### src/hw/rtl/idtpw_pkg.sv
`timescale 1ns / 1ps
// ----------------------------------------------------------------------------
// idtpw_pkg
// Shared types and constants of the device table page walker.
// ----------------------------------------------------------------------------
package idtpw_pkg;

  localparam int unsigned IdBitsDefault = 16;

  typedef enum logic [1:0] {
    REQ_TRANSLATE = 2'd0,
    REQ_RESPONSE  = 2'd1,
    REQ_RESUME    = 2'd2,
    REQ_UNUSED    = 2'd3
  } req_type_e;

  typedef enum logic [2:0] {
    PH_IDLE     = 3'd0,
    PH_DTE_ROOT = 3'd1,
    PH_DTE      = 3'd2,
    PH_ATP      = 3'd3,
    PH_PTE      = 3'd4
  } walk_phase_e;

  typedef enum logic [2:0] {
    FC_NONE     = 3'd0,
    FC_DTE_RSVD = 3'd1,
    FC_PTE_INV  = 3'd2,
    FC_PTE_RSVD = 3'd3,
    FC_MISALIGN = 3'd4,
    FC_NO_READ  = 3'd5,
    FC_NO_WRITE = 3'd6
  } fault_code_e;

  typedef enum logic [1:0] {
    REG_TABLE_BASE = 2'd0,
    REG_XLATE_EN   = 2'd1,
    REG_IRQ_EN     = 2'd2,
    REG_ID_SPLIT   = 2'd3
  } reg_index_e;

  localparam logic [3:0] ModeBare = 4'd0;
  localparam logic [3:0] ModeSv32 = 4'd1;
  localparam logic [3:0] ModeSv39 = 4'd8;
  localparam logic [3:0] ModeSv48 = 4'd9;
  localparam logic [3:0] ModeSv57 = 4'd10;

  typedef struct packed {
    logic [1:0]  req_type;
    logic [15:0] requester_id;
    logic [63:0] io_address;
    logic [1:0]  access_flags;
    logic [63:0] read_word;
  } in_item_t;

  typedef struct packed {
    logic        out_kind;
    logic [63:0] read_address;
    logic [63:0] phys_address;
    logic        granted;
    logic        fault_flag;
    logic [2:0]  fault_code;
    logic [15:0] fault_requester;
    logic [63:0] fault_address;
    logic        irq_level;
  } out_item_t;

  // classified item from front to back
  typedef struct packed {
    req_type_e   kind;
    logic [15:0] requester_id;
    logic [63:0] io_address;
    logic [1:0]  access_flags;
    logic [63:0] read_word;
  } cmd_t;

  // low n bits set, n up to 63
  function automatic logic [63:0] low_mask(input logic [5:0] n);
    low_mask = ~(64'hffff_ffff_ffff_ffff << n);
  endfunction

endpackage

### src/hw/rtl/iommu_device_table_page_walker_unit.sv
`timescale 1ns / 1ps
// ----------------------------------------------------------------------------
// iommu_device_table_page_walker_unit
// IOMMU device table lookup and stage-one page table walker.
// ----------------------------------------------------------------------------
// an item is held in a front queue entry, then in the walker's result register
// throughput: one item per cycle unless the result stage is stalled; the pace
// of a walk is set by memory responses
// reset: asynchronous; walk idle, fault record clear, registers zero
module iommu_device_table_page_walker_unit #(
  parameter int unsigned IdBits = idtpw_pkg::IdBitsDefault
) (
  input  logic                 clk_i,
  input  logic                 rst_ni,
  input  logic                 in_valid_i,
  output logic                 in_ready_o,
  input  idtpw_pkg::in_item_t  in_item_i,
  output logic                 out_valid_o,
  input  logic                 out_ready_i,
  output idtpw_pkg::out_item_t out_item_o,
  input  logic                 psel,
  input  logic                 penable,
  input  logic                 pwrite,
  input  logic [4:0]           paddr,
  input  logic [63:0]          pwdata,
  output logic [63:0]          prdata,
  output logic                 pready
);
  import idtpw_pkg::*;

  logic        cmd_valid, cmd_ready;
  cmd_t        cmd;
  logic [63:0] base_q;
  logic        xen_q, ien_q;
  logic [4:0]  split_q;
  logic        wr_en;
  reg_index_e  ridx;

  assign pready = 1'b1;
  assign ridx   = reg_index_e'(paddr[4:3]);
  assign wr_en  = psel && penable && pwrite && pready;

  // register file, 8-byte spacing
  always_ff @(posedge clk_i or negedge rst_ni) begin
    if (!rst_ni) begin
      base_q <= '0; xen_q <= 1'b0; ien_q <= 1'b0; split_q <= '0;
    end else if (wr_en) begin
      case (ridx)
        REG_TABLE_BASE: base_q  <= pwdata;
        REG_XLATE_EN:   xen_q   <= pwdata[0];
        REG_IRQ_EN:     ien_q   <= pwdata[0];
        REG_ID_SPLIT:   split_q <= pwdata[4:0];
        default: begin
        end
      endcase
    end
  end

  always_comb begin
    case (ridx)
      REG_TABLE_BASE: prdata = base_q;
      REG_XLATE_EN:   prdata = {63'd0, xen_q};
      REG_IRQ_EN:     prdata = {63'd0, ien_q};
      REG_ID_SPLIT:   prdata = {59'd0, split_q};
      default:        prdata = '0;
    endcase
  end

  idtpw_front #(.Depth(2)) u_front (
    .clk_i, .rst_ni, .in_valid_i, .in_ready_o, .in_item_i,
    .cmd_valid_o(cmd_valid), .cmd_ready_i(cmd_ready), .cmd_o(cmd)
  );

  idtpw_walker #(.IdBits(IdBits)) u_walker (
    .clk_i, .rst_ni, .cmd_valid_i(cmd_valid), .cmd_ready_o(cmd_ready), .cmd_i(cmd),
    .table_base_i(base_q), .xlate_en_i(xen_q), .irq_en_i(ien_q), .id_split_i(split_q),
    .out_valid_o, .out_ready_i, .out_item_o
  );

  // result stage holds while stalled
  assert property (@(posedge clk_i) disable iff (!rst_ni)
    out_valid_o && !out_ready_i |=> out_valid_o)
    else $error("result dropped while stalled");
  // a granted result never carries a read request
  assert property (@(posedge clk_i) disable iff (!rst_ni)
    out_valid_o && out_item_o.granted |-> out_item_o.out_kind)
    else $error("grant on read request");
  // irq only with a recorded fault
  assert property (@(posedge clk_i) disable iff (!rst_ni)
    out_valid_o && out_item_o.irq_level |-> out_item_o.fault_flag)
    else $error("irq without fault");

endmodule

### src/hw/rtl/idtpw_front.sv
`timescale 1ns / 1ps
// ----------------------------------------------------------------------------
// idtpw_front
// Accepts items, drops unknown types and queues the rest for the walker.
// ----------------------------------------------------------------------------
module idtpw_front #(
  parameter int unsigned Depth = 2
) (
  input  logic              clk_i,
  input  logic              rst_ni,
  input  logic              in_valid_i,
  output logic              in_ready_o,
  input  idtpw_pkg::in_item_t in_item_i,
  output logic              cmd_valid_o,
  input  logic              cmd_ready_i,
  output idtpw_pkg::cmd_t   cmd_o
);
  import idtpw_pkg::*;

  localparam int unsigned PtrW = (Depth > 1) ? $clog2(Depth) : 1;

  cmd_t              fifo_q [Depth];
  logic [PtrW-1:0]   wr_q, wr_d, rd_q, rd_d;
  logic [PtrW:0]     cnt_q, cnt_d;
  logic              push, pop, keep;
  cmd_t              cmd_new;

  // classify incoming item
  always_comb begin
    cmd_new.kind         = req_type_e'(in_item_i.req_type);
    cmd_new.requester_id = in_item_i.requester_id;
    cmd_new.io_address   = in_item_i.io_address;
    cmd_new.access_flags = in_item_i.access_flags;
    cmd_new.read_word    = in_item_i.read_word;
    keep = (cmd_new.kind != REQ_UNUSED);
  end

  assign in_ready_o  = (cnt_q != (PtrW+1)'(Depth));
  assign push        = in_valid_i && in_ready_o && keep;
  assign cmd_valid_o = (cnt_q != '0);
  assign pop         = cmd_valid_o && cmd_ready_i;
  assign cmd_o       = fifo_q[rd_q];

  // pointers
  always_comb begin
    wr_d  = wr_q;
    rd_d  = rd_q;
    cnt_d = cnt_q;
    if (push) begin
      wr_d = (wr_q == PtrW'(Depth - 1)) ? '0 : wr_q + 1'b1;
    end
    if (pop) begin
      rd_d = (rd_q == PtrW'(Depth - 1)) ? '0 : rd_q + 1'b1;
    end
    if (push && !pop) begin
      cnt_d = cnt_q + 1'b1;
    end else if (pop && !push) begin
      cnt_d = cnt_q - 1'b1;
    end
  end

  always_ff @(posedge clk_i or negedge rst_ni) begin
    if (!rst_ni) begin
      wr_q  <= '0;
      rd_q  <= '0;
      cnt_q <= '0;
    end else begin
      wr_q  <= wr_d;
      rd_q  <= rd_d;
      cnt_q <= cnt_d;
    end
  end

  // queue storage
  always_ff @(posedge clk_i) begin
    if (push) begin
      fifo_q[wr_q] <= cmd_new;
    end
  end

endmodule

### src/hw/rtl/idtpw_walker.sv
`timescale 1ns / 1ps
// ----------------------------------------------------------------------------
// idtpw_walker
// Device table and page table walk state machine with fault record and
// a registered result stage.
// ----------------------------------------------------------------------------
module idtpw_walker #(
  parameter int unsigned IdBits = idtpw_pkg::IdBitsDefault
) (
  input  logic                clk_i,
  input  logic                rst_ni,
  input  logic                cmd_valid_i,
  output logic                cmd_ready_o,
  input  idtpw_pkg::cmd_t     cmd_i,
  input  logic [63:0]         table_base_i,
  input  logic                xlate_en_i,
  input  logic                irq_en_i,
  input  logic [4:0]          id_split_i,
  output logic                out_valid_o,
  input  logic                out_ready_i,
  output idtpw_pkg::out_item_t out_item_o
);
  import idtpw_pkg::*;

  localparam int unsigned IdW = (IdBits < 16) ? IdBits : 16;

  walk_phase_e phase_q, phase_d;
  logic [15:0] pid_q, pid_d;
  logic [63:0] paddr_q, paddr_d;
  logic [1:0]  pacc_q, pacc_d;
  logic [63:0] tptr_q, tptr_d;
  logic [3:0]  mode_q, mode_d;
  logic [2:0]  level_q, level_d;
  logic        fv_q, fv_d;
  logic [2:0]  fc_q, fc_d;
  logic [15:0] fid_q, fid_d;
  logic [63:0] fa_q, fa_d;
  logic        irq_q, irq_d;
  logic        ov_q, ov_d;
  out_item_t   out_q, out_d;

  logic        take, emit, is_fault, is_read, is_done;
  logic [2:0]  fcode;
  logic [63:0] raddr, phys;
  logic [4:0]  split;
  logic [15:0] id_in;
  logic [63:0] w;
  logic [3:0]  amode;
  logic [63:0] pte, ppn;
  logic [2:0]  rwx;
  logic [5:0]  shift_cur;
  logic [2:0]  lvl_next;
  logic [63:0] tptr_next;

  assign cmd_ready_o = !ov_q || out_ready_i;
  assign take        = cmd_valid_i && cmd_ready_o;
  assign w           = cmd_i.read_word;
  assign split       = (id_split_i > 5'(IdW)) ? 5'(IdW) : id_split_i;
  assign id_in       = cmd_i.requester_id & 16'(low_mask(6'(IdW)));

  // level shift from the pte index width
  function automatic logic [5:0] lvl_shift(input logic [3:0] m, input logic [2:0] l);
    lvl_shift = (m == ModeSv32) ? 6'(l) * 6'd10 : 6'(l) * 6'd9;
  endfunction

  function automatic logic [63:0] pte_word_addr(input logic [3:0] m, input logic [2:0] l,
                                                input logic [63:0] base,
                                                input logic [63:0] va);
    logic [63:0] idx;
    idx = (va >> (6'd12 + lvl_shift(m, l))) & low_mask((m == ModeSv32) ? 6'd10 : 6'd9);
    pte_word_addr = base + ((m == ModeSv32) ? (idx << 2) : (idx << 3));
  endfunction

  // walk step
  always_comb begin
    phase_d = phase_q; pid_d = pid_q; paddr_d = paddr_q; pacc_d = pacc_q;
    tptr_d = tptr_q; mode_d = mode_q; level_d = level_q;
    fv_d = fv_q; fc_d = fc_q; fid_d = fid_q; fa_d = fa_q; irq_d = irq_q;
    emit = 1'b0; is_fault = 1'b0; is_read = 1'b0; is_done = 1'b0;
    fcode = FC_NONE; raddr = '0; phys = '0;
    amode = w[63:60];
    pte = (mode_q == ModeSv32) ? {32'd0, w[31:0]} : w;
    ppn = {10'd0, pte[63:10]} & 64'h0000_0fff_ffff_ffff;
    rwx = pte[3:1];
    shift_cur = lvl_shift(mode_q, level_q);
    lvl_next = level_q - 3'd1;
    tptr_next = ppn << 12;
    if (take) begin
      case (cmd_i.kind)
        REQ_RESUME: begin
          fv_d = 1'b0; fc_d = FC_NONE; fid_d = '0; irq_d = 1'b0;
        end
        REQ_TRANSLATE: begin
          if (phase_q == PH_IDLE) begin
            pid_d = id_in; paddr_d = cmd_i.io_address; pacc_d = cmd_i.access_flags;
            if (!xlate_en_i) begin
              is_done = 1'b1; phys = cmd_i.io_address;
            end else if (split != '0) begin
              is_read = 1'b1; phase_d = PH_DTE_ROOT;
              raddr = table_base_i + {45'd0, (id_in >> split), 3'd0};
            end else begin
              is_read = 1'b1; phase_d = PH_DTE;
              raddr = table_base_i + {45'd0, id_in, 3'd0};
            end
          end
        end
        REQ_RESPONSE: begin
          case (phase_q)
            PH_DTE_ROOT: begin
              if (w[2:0] != 3'd0) begin
                is_fault = 1'b1; fcode = FC_DTE_RSVD;
              end else begin
                is_read = 1'b1; phase_d = PH_DTE;
                raddr = w + {45'd0, (pid_q & 16'(low_mask(6'(split)))), 3'd0};
              end
            end
            PH_DTE: begin
              if (!w[0] || !w[2]) begin
                is_done = 1'b1; phys = paddr_q;
              end else begin
                is_read = 1'b1; phase_d = PH_ATP; raddr = {w[63:3], 3'd0};
              end
            end
            PH_ATP: begin
              if (amode == ModeBare) begin
                is_done = 1'b1; phys = paddr_q;
              end else if (amode == ModeSv32 || amode == ModeSv39 ||
                           amode == ModeSv48 || amode == ModeSv57) begin
                mode_d = amode;
                level_d = (amode == ModeSv32) ? 3'd1 : 3'(amode - 4'd6);
                tptr_d = {8'd0, w[43:0], 12'd0};
                is_read = 1'b1; phase_d = PH_PTE;
                raddr = pte_word_addr(amode, level_d, tptr_d, paddr_q);
              end else begin
                is_fault = 1'b1; fcode = FC_PTE_INV;
              end
            end
            PH_PTE: begin
              if (!pte[0]) begin
                is_fault = 1'b1; fcode = FC_PTE_INV;
              end else if (rwx == 3'd0) begin
                if (level_q == 3'd0) begin
                  is_fault = 1'b1; fcode = FC_PTE_INV;
                end else begin
                  tptr_d = tptr_next; level_d = lvl_next;
                  is_read = 1'b1; phase_d = PH_PTE;
                  raddr = pte_word_addr(mode_q, lvl_next, tptr_next, paddr_q);
                end
              end else if (rwx == 3'd2 || rwx == 3'd6) begin
                is_fault = 1'b1; fcode = FC_PTE_RSVD;
              end else if ((ppn & low_mask(shift_cur)) != '0) begin
                is_fault = 1'b1; fcode = FC_MISALIGN;
              end else if (pacc_q[0] && !rwx[0]) begin
                is_fault = 1'b1; fcode = FC_NO_READ;
              end else if (pacc_q[1] && !rwx[1]) begin
                is_fault = 1'b1; fcode = FC_NO_WRITE;
              end else begin
                is_done = 1'b1;
                phys = ((ppn | ((paddr_q >> 12) & low_mask(shift_cur))) << 12) |
                       {52'd0, paddr_q[11:0]};
              end
            end
            default: begin
            end
          endcase
        end
        default: begin
        end
      endcase
    end
    if (is_fault) begin
      fv_d = 1'b1; fc_d = fcode; fid_d = pid_q; fa_d = paddr_q;
      if (irq_en_i) irq_d = 1'b1;
      phys = paddr_q;
    end
    if (is_fault || is_done) phase_d = PH_IDLE;
    emit = is_fault || is_done || is_read;
    out_d.out_kind        = !is_read;
    out_d.read_address    = raddr;
    out_d.phys_address    = phys;
    out_d.granted         = is_done;
    out_d.fault_flag      = fv_d;
    out_d.fault_code      = fc_d;
    out_d.fault_requester = fid_d;
    out_d.fault_address  = fa_d;
    out_d.irq_level       = irq_d;
    ov_d = emit ? 1'b1 : (out_ready_i ? 1'b0 : ov_q);
  end

  // state registers
  always_ff @(posedge clk_i or negedge rst_ni) begin
    if (!rst_ni) begin
      phase_q <= PH_IDLE; pid_q <= '0; paddr_q <= '0; pacc_q <= '0;
      tptr_q <= '0; mode_q <= '0; level_q <= '0;
      fv_q <= 1'b0; fc_q <= FC_NONE; fid_q <= '0; fa_q <= '0; irq_q <= 1'b0;
      ov_q <= 1'b0;
    end else begin
      phase_q <= phase_d; pid_q <= pid_d; paddr_q <= paddr_d; pacc_q <= pacc_d;
      tptr_q <= tptr_d; mode_q <= mode_d; level_q <= level_d;
      fv_q <= fv_d; fc_q <= fc_d; fid_q <= fid_d; fa_q <= fa_d; irq_q <= irq_d;
      ov_q <= ov_d;
    end
  end

  // result register
  always_ff @(posedge clk_i) begin
    if (emit) begin
      out_q <= out_d;
    end
  end

  assign out_valid_o = ov_q;
  assign out_item_o  = out_q;

endmodule

### config.mk
export PLATFORM = sky130hd
export DESIGN_NAME = iommu_device_table_page_walker_unit
export DESIGN_NICKNAME = d
export VERILOG_FILES = /design/src/hw/rtl/idtpw_pkg.sv /design/src/hw/rtl/iommu_device_table_page_walker_unit.sv /design/src/hw/rtl/idtpw_front.sv /design/src/hw/rtl/idtpw_walker.sv
export SDC_FILE = /design/constraint.sdc
export NUM_CORES = 2
export LEC_CHECK = 0
export BUFFER_PORTS_ARGS = -buffer_cell sky130_fd_sc_hd__clkbuf_2
export CAP_MARGIN = 0
export CORE_MARGIN = 4
export CORE_UTILIZATION = 25
export CTS_CLUSTER_SIZE = 30
export DETAILED_ROUTE_END_ITERATION = 7
export PLACE_DENSITY_LB_ADDON = 0.05
export SETUP_SLACK_MARGIN = 0.15
export SLEW_MARGIN = 30
export SYNTH_ARGS = -nofsm -noshare
export SYNTH_HDL_FRONTEND = slang
export SYNTH_SLANG_ARGS = --single-unit
### constraint.sdc
create_clock -name clk_i -period 11.44 [get_ports clk_i]
set_input_delay 0.572 -clock clk_i [delete_from_list [all_inputs] [get_ports clk_i]]
set_output_delay 0.572 -clock clk_i [all_outputs]
set_load 0.01 [all_outputs]
== Word-level counts from Yosys, hierarchy flattened ==
Memory sizes are Yosys's and may differ from the RTL's.
Index checks and enable logic that the tools add are counted.

* Add/subtract/negate cells: 13
* Equality and inequality tests: 33
* Bitwise gates (word level): 12
* Reduce and logical (&&, ||, !) cells: 48
* Shifts and indexed selects: 7
* Multiply operators: 6
* Order comparisons: 1
* Mux-type cells: 130

{| class="wikitable"
|+ Operator list
! cell !! count
|-
| 64-bit 2-to-1 mux || 25
|-
| 64-bit one-hot mux with 4 select lines || 2
|-
| 64-bit one-hot mux with 2 select lines || 2
|-
| 64-bit by 19-bit adder with 64-bit output || 3
|-
| 64-bit one-hot mux with 3 select lines || 1
|-
| 56-bit by 64-bit adder with 64-bit output || 2
|-
| 64-bit by 6-bit left shift with 62-bit output, first input constant || 2
|-
| 64-bit by 6-bit >> shifter with 62-bit output || 2
|-
| 62-bit AND || 2
|-
| 62-bit inverter || 2
|-
| 3-bit 2-to-1 mux || 29
|-
| 44-bit by 64-bit AND with 64-bit output || 1
|-
| 64-bit inverter || 1
|-
| 64-bit by 12-bit OR with 64-bit output || 1
|-
| 64-bit nonzero test || 1
|-
| 64-bit by 5-bit left shift with 16-bit output, first input constant || 1
|-
| 64-bit by 6-bit left shift with 64-bit output, first input constant || 1
|-
| 54-bit 2-to-1 mux || 1
|-
| 52-bit AND || 1
|-
| 44-bit by 52-bit OR with 52-bit output || 1
|-
| 16-bit 2-to-1 mux || 3
|-
| 1-bit 2-to-1 mux || 47
|-
| 3-bit by 4-bit multiplier with 6-bit output, second input constant || 3
|-
| 6-bit 2-to-1 mux || 3
|-
| other kinds (48) || 113
|}

* Bits in registers: 468
* Output and inout bits: 282
* Memory bits (writable): 296
* Logic and storage cells: 279
* Memories: 1
* Input port bits: 224

{| class="wikitable"
|+ Memory list
! name !! depth !! width !! rd ports !! clocked after Yosys merged registers in !! write ports !! line !! text
|-
| u_front.fifo_q || 2 || 148 || 1 || 0 || 1 || idtpw_front.sv:22 || <nowiki>cmd_t fifo_q [Depth];</nowiki>
|}

== Longest topological paths before layout ==
* Depth in word-level cells: 17
* Depth in mapped cells: 31
* Gate-level depth less buffers: 21

== Cells and area by module ==
Synthesis repeated with hierarchy kept, for this count alone.

* Cells, all modules: 4249
* Area, all modules: 44948.1 µm²

{| class="wikitable"
|+ By module, submodules not included
! module !! seq. area each (µm²) !! cells an instance !! area an instance (µm²) !! instances
|-
| idtpw_walker || 10910.5 || 3539 || 30474.2 || 1
|-
| idtpw_front || 8988.6 || 481 || 11307.1 || 1
|-
| iommu_device_table_page_walker_unit || 1776.7 || 229 || 3166.8 || 1
|}

== Worst setup path before layout ==
Ideal clock, no wire load.

* Path type: register -> register
* Start: reg u_walker.mode_q[1]
* End: reg u_walker.out_q (netlist bit u_walker.out_item_o[0]), enable pin
* Buffers on the path: 2
* Cell stages (with the launch flop): 11
* Slack: 1.425 ns
* Setup time: 2.203 ns
* Clock period less this slack: 10.015 ns
* Arrival: 7.812 ns
* Data required time: 9.237 ns
* Cell sequence: dfrtp_1 -> or4b_4 -> or3_1 -> a21oi_1 -> a221o_1 -> nor3b_1 -> o2111ai_2 -> o21ai_1 -> clkbuf_1 -> clkbuf_1 -> nand3b_1

* Cells in the longest elaborated chain, start to end: 15
* Elaborated cells between the ends (all ways): 23
* Classes of those cells: eq/ne: 1; shift: 1; mux: 16; bitwise: 2; reduce/logical: 3

{| class="wikitable"
|+ Ends and longest elaborated chain
! element !! line !! text
|-
| start, declared || idtpw_walker.sv:32 || <nowiki>logic [3:0] mode_q, mode_d;</nowiki>
|-
| start signal, assigned || idtpw_walker.sv:199 || <nowiki>tptr_q <= tptr_d; mode_q <= mode_d; level_q <= level_d;</nowiki>
|-
| 4-bit by 1-bit == test with 1-bit output * || idtpw_walker.sv:63, idtpw_walker.sv:82 ||
|-
| 6-bit 2-to-1 mux || idtpw_walker.sv:63 || <nowiki>lvl_shift = (m == ModeSv32) ? 6'(l) * 6'd10 : 6'(l) * 6'd9;</nowiki>
|-
| 64-bit by 6-bit left shift with 64-bit output || idtpw_pkg.sv:79 || <nowiki>low_mask = ~(64'hffff_ffff_ffff_ffff << n);</nowiki>
|-
| 64-bit inverter || idtpw_pkg.sv:79 ||
|-
| 44-bit by 64-bit AND with 64-bit output * || idtpw_walker.sv:151 || <nowiki>end else if ((ppn & low_mask(shift_cur)) != '0) begin</nowiki>
|-
| 64-bit nonzero test * || idtpw_walker.sv:151 ||
|-
| 1-bit 2-to-1 mux || idtpw_walker.sv:151 ||
|-
| 1-bit 2-to-1 mux || idtpw_walker.sv:149 || <nowiki>end else if (rwx == 3'd2 || rwx == 3'd6) begin</nowiki>
|-
| 1-bit 2-to-1 mux || idtpw_walker.sv:141 || <nowiki>end else if (rwx == 3'd0) begin</nowiki>
|-
| 1-bit 2-to-1 mux || idtpw_walker.sv:139 || <nowiki>if (!pte[0]) begin</nowiki>
|-
| 1-bit one-hot mux with 3 select lines || idtpw_walker.sv:108 || <nowiki>case (phase_q)</nowiki>
|-
| 1-bit one-hot mux with 2 select lines or 1-bit 2-to-1 mux (tied branches) || idtpw_walker.sv:89 || <nowiki>case (cmd_i.kind)</nowiki>
|-
| 1-bit 2-to-1 mux || idtpw_walker.sv:88 || <nowiki>if (take) begin</nowiki>
|-
| 1-bit logical OR * (2 in series) || idtpw_walker.sv:177 || <nowiki>emit = is_fault || is_done || is_read;</nowiki>
|-
| via u_walker.emit || idtpw_walker.sv:42 || <nowiki>logic take, emit, is_fault, is_read, is_done;</nowiki>
|-
| end signal, assigned || idtpw_walker.sv:208 || <nowiki>out_q <= out_d;</nowiki>
|-
| end, declared || idtpw_walker.sv:40 || <nowiki>out_item_t out_q, out_d;</nowiki>
|}

The timed path passes the listed nets; every way through them passes the cells marked *.
A chain may end at the register's enable or synchronous reset.

== Final worst setup path ==
* Start: reg u_front.rd_q
* End: reg u_walker.out_q (netlist bit u_walker.out_item_o[159]) (data pin)

* Cells in the longest elaborated chain, start to end: 14
* Elaborated cells between the ends (all ways): 45
* Classes of those cells: add/sub: 6; mul: 2; eq/ne: 5; shift: 3; mux: 16; bitwise: 2; reduce/logical: 10; memory: 1

{| class="wikitable"
|+ Ends and longest elaborated chain
! element !! line !! text
|-
| start, declared || idtpw_front.sv:23 || <nowiki>logic [PtrW-1:0] wr_q, wr_d, rd_q, rd_d;</nowiki>
|-
| start signal, assigned || idtpw_front.sv:69 || <nowiki>rd_q <= rd_d;</nowiki>
|-
| memory 2 x 148 bit * || n/a ||
|-
| 3-bit subtractor or 4-bit by 1-bit == test with 1-bit output (tied branches) || n/a ||
|-
| 3-bit 2-to-1 mux || idtpw_walker.sv:130 || <nowiki>level_d = (amode == ModeSv32) ? 3'd1 : 3'(amode - 4'd6);</nowiki>
|-
| 3-bit by 4-bit multiplier with 6-bit output or 3-bit by 3-bit multiplier with 5-bit output (tied branches) || idtpw_walker.sv:63 ||
|-
| 6-bit 2-to-1 mux || idtpw_walker.sv:63 ||
|-
| 4-bit by 6-bit adder with 6-bit output || idtpw_walker.sv:70 || <nowiki>idx = (va >> (6'd12 + lvl_shift(m, l))) & low_mask((m == ModeSv32) ? 6'd10 : 6'd9);</nowiki>
|-
| 64-bit by 6-bit >> shifter with 62-bit output || idtpw_walker.sv:70 ||
|-
| 62-bit AND || idtpw_walker.sv:70 ||
|-
| 64-bit 2-to-1 mux || idtpw_walker.sv:71 || <nowiki>pte_word_addr = base + ((m == ModeSv32) ? (idx << 2) : (idx << 3));</nowiki>
|-
| 56-bit by 64-bit adder with 64-bit output || idtpw_walker.sv:71 ||
|-
| 64-bit 2-to-1 mux || idtpw_walker.sv:127 || <nowiki>end else if (amode == ModeSv32 || amode == ModeSv39 ||</nowiki>
|-
| 64-bit 2-to-1 mux || idtpw_walker.sv:125 || <nowiki>if (amode == ModeBare) begin</nowiki>
|-
| 64-bit one-hot mux with 4 select lines || idtpw_walker.sv:108 ||
|-
| 64-bit one-hot mux with 2 select lines * || idtpw_walker.sv:89 ||
|}

Mark *: on every way between the ends. The rest lies on a longest branch, timed or not.

==> results.toml <==
[logic_synthesis]
syn_area_mm2 = 0.0440
synth_edf_count = 511
yosysSeqAreaShare = 0.493
synth_area_leaders = "edfxtp_1, dfrtp_1, mux2i_1, mux2_2, mux4_2"
yosys.area.top_type = "edfxtp_1"
synth-seq-cells = 764
yosys_warnings = 0
avgSynthCellArea_um2 = 10.9
syn_inst = 4045
ys_types = 93
synthFlopType = "edfxtp_1"
synth_top_area_frac = 0.349
postSynth.asyncResetShare = 0.331

[critical_path]
cp_num_buf_inv = 5
worstSetupPathType = "reg2reg"
cp.arrival_ns = 7.53
start_kind = "flip-flop"
slowest_delay_ns = 0.88
critPathMostFrequentCell = "buf_4"
worst-endpoint-required_ns = 11.89
crit_slowest_cell = "o21ai_0"
critPathTopFamily = "compound AO/OA/AOI/OAI gates"
crit_fanout = 43
crit_chain = "mux2i_4 > inv_2 > buf_4 > ha_1 > and2_1 > buf_4 > inv_2 > ha_1 > nor2b_1 > o221ai_1 > o211ai_4 > buf_4 > mux2_2 > a221oi_1 > mux2i_1 > o21ai_0 > a31oi_1"
endpoint_kind = "flip-flop"

[global_routing]
grt_pass1_wl_mm = 294
grt-ovfl-total = 0
grt_pass1_vias = 36900
antenna_found_initial = 26
grt_use_total = 0.225
grt_max_degree = 120

[clocking]
path_clk_slew_ns = 0.06
h-tree-depth = 3
postCtsSetupRepairBufs = 0
cts_tree = "yes"
clk_latency_ns = 0.76
cts-root-buf = "clkbuf_16"
cts_max_path_buffers = 3
cts_made_buffers = 96
clock-sinks = 764
postCtsResizedCells = 0
ctsHoldBuffers = 186

[cells_and_area]
area_delta_synth_final_pct = 23.4
drive_above_1_share = 0.242
fin_nets = 4907

[hold_path]
hp-class = "in2reg"

[routing]
vias_per_cell = 5.21
route.detailed.drc = 0
routed_wl_mm = 211
drt_iter0_drc = 2881
postRouteAntennaNets = 0
wl_per_cell_um = 29.9
drt_pass1_iterations = 6
vias = 36800

[timing]
fin_skew_ns = 0.0516
period_share = 0.619
setup_violations = 0
tightest_slew_ns = 2.07
period_minus_slack_ns = 7.08
finalMaxSlewViolations = 12
tns_ns = 0
rsz0062_at_grt = "false"
relSlewSlack = -0.394
hold_viol = 0
holdWs_ns = 0.0624
fmax_mhz = 141

[power]
leakagePower_nw = 20.6
p_int_mw = 8.70
switching_power_mw = 7.54
pwr-share-clk = 0.186
combPwrFrac = 0.511
ir_drop_mv = 0.146
seqPwrFrac = 0.303
power.density_mw_per_mm2 = 299
p_sw_frac = 0.464

[floorplan]
rows = 153
die_y_um = 427
dieArea_mm2 = 0.183
start_util = 0.252
die_x_um = 427
io_pins = 506
coreArea_mm2 = 0.174

[run_status]
violations = "max-slew violations"
status = "complete, but fails checks"

[place]
place_hpwl_mm = 156
io_buffers = 501
gp_congestion = 0.899

[run]
drv_cap = 0
[power groups by stage]
stage | combinational, mW | sequential (mW) | clock, mW
final | 8.29 | 4.92 | 3.03
after global routing | 8.84 | 5.00 | 3.24
after global placement | 8.25 | 4.98 | 0
after detailed placement | 8.21 | 4.98 | 0
after floorplan | 5.10 | 4.64 | 0
after CTS | 8.31 | 4.93 | 3.14
[final cells by class]
cell class / instances / area [um^2]
repair buffers: 831 / 5510
flip-flops and latches: 764 / 21700
well taps: 2325 / 2910
inverters: 63 / 236
multi-input cells: 2882 / 20800
fillers: 18000 / 120000
clock inverters: 38 / 444
clock buffers: 141 / 2660
diodes: 12 / 30.0
[registers in the layout, summed over array words and instances, names as in the netlist, 2 cells and up]
signal	flops
u_walker.fa_q	64
u_walker.mode_q	4
u_walker.fc_q	3
base_q	64
u_walker.fid_q	16
u_walker.paddr_q	64
u_walker.pid_q	16
u_front.fifo_q	296
u_walker.level_q	3
u_walker.pacc_q	2
u_front.cnt_q	2
u_walker.phase_q	3
u_walker.out_item_o	215
split_q	5
[Yosys cell counts (all sizes together), types with 25 or more instances]
library cell	count
a221oi	26
mux2	201
edfxtp	511
mux2i	236
inv	59
o221ai	75
o22ai	96
mux4	86
xor2	57
o211ai	32
or3	27
nand2	302
a21o	51
buf	98
and2	73
clkbuf	239
o21ai	175
nand4	32
a21oi	276
a22o	25
nand3	124
xnor2	83
dfrtp	253
ha	43
nor2b	28
nor3	90
a31oi	26
a211oi	47
nor4	29
nor2	351
[stage by stage]
step | setup slack, ns | utilization | area [um^2] | power, mW | std cells
finish | 4.36 | 0.311 | 54300 | 16.2 | 7056
global route | 4.03 | 0.311 | 54300 | 17.1 | 7051
CTS | 4.44 | 0.311 | 54200 | 16.4 | 7043
detailed placement | 4.44 | 0.282 | 49300 | 13.2 | 6678
global placement | 4.47 | 0.282 | 49200 | 13.2 | 6676
floorplan | 1.42 | - | 44000 | 9.74 | 4046
[per-layer routing]
layer	track usage	vias to the layer above	wire length, um
met4	0.0667	6	6730
met3	0.0282	274	8970
li1	-	16600	-
met5	0	-	37
met2	0.388	1050	105000
met1	0.294	18900	90500
[worst register-to-register path, cell delays in order (launching register included)]
cell and delay [ns]:
dfrtp_4 0.65, mux2i_4 0.35, inv_2 0.06, buf_4 0.42, ha_1 0.54, and2_1 0.25
buf_4 0.21, inv_2 0.57, ha_1 0.33, nor2b_1 0.18, o221ai_1 0.18, o211ai_4 0.12
buf_4 0.51, mux2_2 0.44, a221oi_1 0.74, mux2i_1 0.17, o21ai_0 0.88, a31oi_1 0.18
[path summary, 6_finish.rpt]
kind                               start                       end  slack (ns)  cells past startpoint
setup reg to reg            u_front.rd_q  u_walker.out_item_o[159]        4.36                     17
min in group asynchronous         rst_ni                base_q[46]        0.36                      2
setup / recovery            u_front.rd_q  u_walker.out_item_o[159]        4.36                     17
hold reg to reg            u_walker.fv_q             u_walker.fv_q        0.48                      2
hold / removal                pwdata[47]                base_q[47]        0.06                      3
max in group asynchronous         rst_ni              u_front.rd_q        9.26                      5
[cells in the final DEF (no fill, tap or decap), types with 13 or more instances in the layout]
cell type and instances:
edfxtp_1 511, clkbuf_2 500, nor2_1 344, nand2_1 300, a21oi_1 275, dfrtp_1 251, mux2i_1 228, mux2_2 201
dlygate4sd3_1 186, o21ai_0 163, buf_4 137, nand3_1 123, clkbuf_16 97, o22ai_1 96, nor3_1 86, mux4_2 86
xnor2_1 83, o221ai_1 75, and2_1 72, inv_1 57, xor2_1 56, a21o_1 51, a211oi_1 47, ha_1 42
clkbuf_1 37, o211ai_1 31, nand4_1 31, nor2b_1 27, or3_1 27, a31oi_1 26, nor4_1 26, a221oi_1 25
a22o_1 25, nand2b_1 19, and3_1 19, or2_2 18, o21a_1 16, a22oi_1 15, nand3b_1 15, clkinv_1 13
[cell families after synthesis]
| group | count (synthesis) | synth area share |
|---|---|---|
| simple gates | 1161 | 0.126 |
| compound gates | 1009 | 0.152 |
| flops | 764 | 0.493 |
| mux | 523 | 0.149 |
| buf+inv | 400 | 0.0383 |
| xor+xnor | 140 | 0.0279 |
| fa+ha+maj | 46 | 0.0134 |
| other cells | 2 | 0.000171 |
(Power assumes the default switching activity.)
